--- src/rtl/core/hsvm_pkg.sv ---
// ----------------------------------------------------------------------------
// hsvm_pkg
// shared widths, command codes and fixed-point helpers for the huberized
// hinge svm loss and gradient unit
// ----------------------------------------------------------------------------
package hsvm_pkg;

  // feature space and row buffer
  localparam int NUM_FEATURES = 1024;
  localparam int FEAT_W       = 10;
  localparam int MAX_ROW      = 64;
  localparam int ROW_W        = 6;
  localparam int FILL_W       = 7;

  // datapath widths
  localparam int VAL_W  = 32;
  localparam int ACC_W  = 48;
  localparam int MUL_W  = 33;
  localparam int PROD_W = 66;
  localparam int NORM_W = 56;

  // command codes
  localparam logic [2:0] CMD_WRITE_WEIGHT = 3'd0;
  localparam logic [2:0] CMD_SAMPLE_ENTRY = 3'd1;
  localparam logic [2:0] CMD_READ_LOSS    = 3'd2;
  localparam logic [2:0] CMD_READ_GRAD    = 3'd3;
  localparam logic [2:0] CMD_CLEAR        = 3'd4;

  localparam logic signed [ACC_W-1:0] ACC_MAX = 48'sh7FFF_FFFF_FFFF;
  localparam logic signed [ACC_W-1:0] ACC_MIN = 48'sh8000_0000_0000;

  // clamp a wide signed value to 48 bits
  function automatic logic signed [ACC_W-1:0] sat48(input logic signed [PROD_W-1:0] v);
    logic fits;
    fits = (&v[PROD_W-1:ACC_W-1]) | ~(|v[PROD_W-1:ACC_W-1]);
    if (fits) begin
      return v[ACC_W-1:0];
    end else if (v[PROD_W-1]) begin
      return ACC_MIN;
    end else begin
      return ACC_MAX;
    end
  endfunction

  // shift right by 16, round to nearest, ties away from zero
  function automatic logic signed [PROD_W-1:0] rshift16(input logic signed [PROD_W-1:0] p);
    logic [PROD_W-1:0] mag;
    logic [PROD_W-1:0] r;
    mag = p[PROD_W-1] ? PROD_W'(-p) : PROD_W'(p);
    r = (mag + PROD_W'(32768)) >> 16;
    return p[PROD_W-1] ? -$signed(r) : $signed(r);
  endfunction

  // shift right by 17, same rounding
  function automatic logic signed [PROD_W-1:0] rshift17(input logic signed [PROD_W-1:0] p);
    logic [PROD_W-1:0] mag;
    logic [PROD_W-1:0] r;
    mag = p[PROD_W-1] ? PROD_W'(-p) : PROD_W'(p);
    r = (mag + PROD_W'(65536)) >> 17;
    return p[PROD_W-1] ? -$signed(r) : $signed(r);
  endfunction

endpackage

--- src/rtl/core/hsvm_mul.sv ---
// ----------------------------------------------------------------------------
// hsvm_mul
// shared signed multiplier with a registered product
// ----------------------------------------------------------------------------
module hsvm_mul
  import hsvm_pkg::*;
(
  input  logic                     clk,
  input  logic signed [MUL_W-1:0]  a,
  input  logic signed [MUL_W-1:0]  b,
  output logic signed [PROD_W-1:0] p
);

  always_ff @(posedge clk) begin
    p <= a * b;
  end

endmodule

--- config.mk ---
export PLATFORM = sky130hd
export DESIGN_NAME = hsvm_mul
export DESIGN_NICKNAME = d
export VERILOG_FILES = /design/src/rtl/core/hsvm_pkg.sv /design/src/rtl/core/hsvm_mul.sv
export SDC_FILE = /design/constraint.sdc
export NUM_CORES = 2
export LEC_CHECK = 0
export BUFFER_PORTS_ARGS = -buffer_cell sky130_fd_sc_hd__buf_2
export CAP_MARGIN = 30
export CELL_PAD_IN_SITES_DETAIL_PLACEMENT = 1
export CELL_PAD_IN_SITES_GLOBAL_PLACEMENT = 2
export CORE_ASPECT_RATIO = 0.7
export CORE_MARGIN = 4
export CORE_UTILIZATION = 35
export DETAILED_ROUTE_END_ITERATION = 16
export PLACE_DENSITY = 0.82
export SYNTH_ARGS = -nofsm -noshare
export SYNTH_HDL_FRONTEND = slang
export SYNTH_SLANG_ARGS = --single-unit
--- constraint.sdc ---
create_clock -name clk -period 29 [get_ports clk]
set_input_delay 7.25 -clock clk [delete_from_list [all_inputs] [get_ports clk]]
set_output_delay 7.25 -clock clk [all_outputs]
set_load 0.005 [all_outputs]
; Word-level counts from Yosys, hierarchy flattened
; Index checks and enable logic that the tools add are counted.
[classes]
n_mul = 1
[ops]
columns = cell, n
row1 = multiplier 33 x 33 -> 66 bit, 1
[totals]
in_bits = 67
word_cells = 2
output_inout_bits = 66
regBits = 66

; Longest topological paths before layout
[depth]
word_depth = 1
ltp_mapped = 27
ltp_nobuf = 26

; Least setup slack after synthesis
; Ideal clock, no wire load.
[synth_timing]
kind = input port to flip-flop
startpoint = input a[32]
endpoint = register p[62]
path_slack_ns = 14.514
path_stages = 23
n_path_buf = 2
arrival_ns = 14.407
required_time_ns = 28.921
cell_sequence = clkbuf_1 nand2_1 inv_1 fa_1 fa_1 fa_1 fa_1 fa_1 fa_1 fa_1 inv_1 fa_1 inv_1 ha_1 clkbuf_1 and3_1 nand3_1 nand2b_1 a2111oi_4 a211oi_4 a21o_2 a21o_1 a211oi_2
[synth_between]
elab_chain_len = 1
[synth_lines]
columns = element, line_no
row1 = from (decl), hsvm_mul.sv:9  ; input logic signed [MUL_W-1:0] a,
row2 = multiplier 33 x 33 -> 66 bit, hsvm_mul.sv:15  ; p <= a * b;
row3 = to (signal assigned), hsvm_mul.sv:15
row4 = to (decl), hsvm_mul.sv:11  ; output logic signed [PROD_W-1:0] p
; Every way passes these cells.

; Final worst setup path
[layout_timing]
startpoint = input b[0]
endpoint = register p[62]
[layout_between]
elab_chain_len = 1
[layout_lines]
columns = element, line_no
row1 = from (decl), hsvm_mul.sv:10  ; input logic signed [MUL_W-1:0] b,
row2 = multiplier 33 x 33 -> 66 bit, hsvm_mul.sv:15
; Every way passes these cells.

==> flow_metrics.env <==
export IMPL_clockRootBuffer="sky130_fd_sc_hd__clkbuf_16"
export IMPL_synth_top_family_by_area="adder cells"
export IMPL_timing_critical_path_mode_cell="sky130_fd_sc_hd__fa_1"
export IMPL_via_per_inst=4.88
export IMPL_initial_antenna_violation_count=11
export IMPL_timing_max_slew_rel_slack_pct=33.6
export IMPL_postRouteAntennaNets=0
export IMPL_crit_path_cell_trace="buf_2 > nand2_1 > inv_1 > fa_1 > fa_1 > fa_1 > fa_1 > fa_1 > fa_1 > fa_1 > inv_1 > fa_1 > inv_1 > ha_1 > and3_1 > nand3_1 > nand2b_1 > a2111oi_4 > a211oi_4 > a21o_2 > a21o_1 > a211oi_2"
export IMPL_tritoncts_num_buffers=9
export IMPL_layout_top_registers="p (66)"
export IMPL_wire_length_of_the_first_global_routing_pass_mm=203
export IMPL_placementRows=104
export IMPL_number_of_distinct_library_cells_after_synthesis=80
export IMPL_rsz0062_at_grt="no"
export IMPL_post_synth_and_or_nand_nor_area_fraction_pct=15.8
export IMPL_slowest_delay_ns=1.25
export IMPL_synth_top_cell_area_share_pct=56.3
export IMPL_cts_reportedPaths_clkPinSlew_ns=0.07
export IMPL_tritoncts="done"
export IMPL_firstDrtPassIters=5
export IMPL_drive_gt1_share_pct=4.72
export IMPL_dieArea_um2=122000
export IMPL_min_period_over_period_pct=52.4
export IMPL_setup_tns_ns=0
export IMPL_global_route_usage_met2_pct=29.3
export IMPL_drv_cap=0
export IMPL_hpwl_after_detailed_placement_mm=108
export IMPL_global_route_usage_met3_pct=7.26
export IMPL_synth_async_reset_ratio_pct=0
export IMPL_dr_total_vias=28400
export IMPL_top_level_ports=133
export IMPL_grt_pass1_vias=32400
export IMPL_number_of_instances_in_the_synthesized_netlist=4338
export IMPL_largest_register_ff_count=66
export IMPL_grt_total_usage_pct=21.8
export IMPL_timing_final_hold_violations=0
export IMPL_multiInputGateArea_um2=34300
export IMPL_clk_path_buf_depth=2
export IMPL_gp_congestion=0.851
export IMPL_wire_per_inst_um=22.0
export IMPL_drt_iter0_drc=1829
export IMPL_classification_of_the_worst_slack_hold_path="input pin to flip-flop"
export IMPL_synth_mux_area_fraction_pct=0
export IMPL_buffer_ports_inserted=132
export IMPL_drt_wirelength_mm=128
export IMPL_post_synth_edffs=0
export IMPL_ys_warnings_count=0
export IMPL_crit_arrival_ns=15.48
export IMPL_worst_pin_slew_ns=0.995
export IMPL_setup_violations_final=0
export IMPL_synth_nets=5767
export IMPL_initial_core_util_pct=35.3
export IMPL_portion_of_the_post_synthesis_area_used_by_sequential_elements_pct=3.24
export IMPL_cp_required_ns=29.29
export IMPL_flow_area_growth_from_synthesis_pct=5.30
export IMPL_largest_register="p"
export IMPL_yosys_area_share_xor_xnor_pct=1.46
export IMPL_gr_max_usage_layer="met1"
export IMPL_gr_total_overflow=0
export IMPL_synth_top_cells_by_count="1,145 x sky130_fd_sc_hd__fa_1, 1,131 x sky130_fd_sc_hd__inv_1, 562 x sky130_fd_sc_hd__and2_1"
export IMPL_yosys_register_bits=66
export IMPL_critPathSlowestCell="sky130_fd_sc_hd__fa_1"
export IMPL_timing_worst_setup_path_type="input pin to flip-flop"
export IMPL_ctsHtreeMaxLevel=3
export IMPL_ctsHoldBuffers=0
export IMPL_yosys_area_share_adder_pct=62.9
export IMPL_final_core_utilization_pct=37.2
export IMPL_netlist_area_um2=40700
export IMPL_fillers=13400
export IMPL_nNetsFinal=5707
export IMPL_critical_path_peak_fanout=33
export IMPL_register_area_um2=1320
export IMPL_synthTopCellsByArea="sky130_fd_sc_hd__fa_1 56%, sky130_fd_sc_hd__inv_1 10%, sky130_fd_sc_hd__and2_1 8.6%"
export IMPL_synth_compound_area_share_pct=4.07
export IMPL_cts_repair_resize_count=0
export IMPL_maximum_clock_frequency_ghz=0.0658
export IMPL_outcome="complete, no violations"
export IMPL_syn_avg_cell_area_um2=9.39
export IMPL_m1_gr_usage_pct=34.3
export IMPL_post_cts_repair_setup_buffers=0
export IMPL_core_region_area_um2=115000
export IMPL_die_x_um=416
export IMPL_grt_start_max_net_pins=34
export IMPL_synth_most_common_cell="sky130_fd_sc_hd__fa_1"
export IMPL_yosys_most_used_dff="sky130_fd_sc_hd__dfxtp_1"
export IMPL_floorplan_die_height_um=293
export IMPL_tritoncts_num_sinks=66
export IMPL_crit_path_end_kind="flip-flop"
export IMPL_timing_final_max_slew_violations=0
export IMPL_netlist_top_cell_by_area="sky130_fd_sc_hd__fa_1"
export IMPL_period_needed_ns=15.19
export IMPL_drt_drc_violations_left=0
export IMPL_worstSetupStartpointType="input pin"
==> cells by family after synthesis <==
kind of cell,after synthesis
AO/OA/AOI/OAI,219
XOR/XNOR,68
adder cells (fa/ha/maj),1362
buffers and inverters,1352
flip-flops,66
AND/OR/NAND/NOR,1271
==> layout by cell type, fill, tap and decap left out, drive strengths merged, types with 6 or more instances in the layout <==
| master | synthesis | final |
|---|---|---|
| nand4 | 12 | 12 |
| and2 | 563 | 563 |
| nor2 | 68 | 68 |
| xnor2 | 43 | 43 |
| nor3 | 7 | 7 |
| nand2 | 551 | 551 |
| a31oi | 9 | 9 |
| inv | 1131 | 1131 |
| a211oi | 11 | 11 |
| o21bai | 11 | 11 |
| o31ai | 7 | 7 |
| o21ai | 33 | 33 |
| nand3 | 26 | 26 |
| dfxtp | 66 | 66 |
| ha | 217 | 217 |
| a21oi | 61 | 61 |
| buf | 13 | 150 |
| xor2 | 25 | 25 |
| fa | 1145 | 1145 |
| a21o | 38 | 38 |
| a211o | 6 | 6 |
| and3 | 6 | 6 |
| o21a | 6 | 6 |
| clkbuf | 208 | 11 |
| nand2b | 12 | 12 |
==> layer usage <==
| layer | wire length [µm] | vias to the layer above |
|---|---|---|
| li1 | - | 12200 |
| met1 | 63600 | 15200 |
| met2 | 49200 | 919 |
| met3 | 13600 | 83 |
| met4 | 1310 | 8 |
| met5 | 152 | - |
==> cell type report <==
cell class | instances | area share, %
diodes | 2 | 0.0117
clock buffers | 11 | 0.543
clock inverters | 5 | 0.0729
inverters | 1131 | 9.90
multi-input cells | 2920 | 80.0
flip-flops and latches | 66 | 3.08
well taps | 1537 | 4.48
repair buffers | 150 | 1.90
==> path summary, 6_finish.rpt <==
path	start	to	slack, ns	cells past startpoint
setup / recovery	b[0]	p[62]	13.81	22
hold / removal	b[0]	p[0]	7.51	2
==> stage by stage <==
stage / hold slack (ns) / setup WS (ns) / area (µm²) / std cells
after floorplan: 7.38 / 14.51 / 40700 / 4338
after global placement: 7.63 / 13.50 / 42600 / 5803
after detailed placement: 7.63 / 13.43 / 42600 / 5804
after CTS: 7.46 / 13.83 / 42900 / 5820
after global routing: 7.50 / 13.45 / 42900 / 5822
final: 7.51 / 13.81 / 42900 / 5822
==> worst max-delay path, delay by kind of cell <==
family | cells | cell delay (ns)
AO/OA/AOI/OAI | 5 | 1.01
adder cells (fa/ha/maj) | 9 | 5.59
buffers and inverters | 4 | 0.83
AND/OR/NAND/NOR | 4 | 0.75
Power is not shown: default switching activity piles up to over one toggle a cycle in this logic, so the estimate is an artifact.
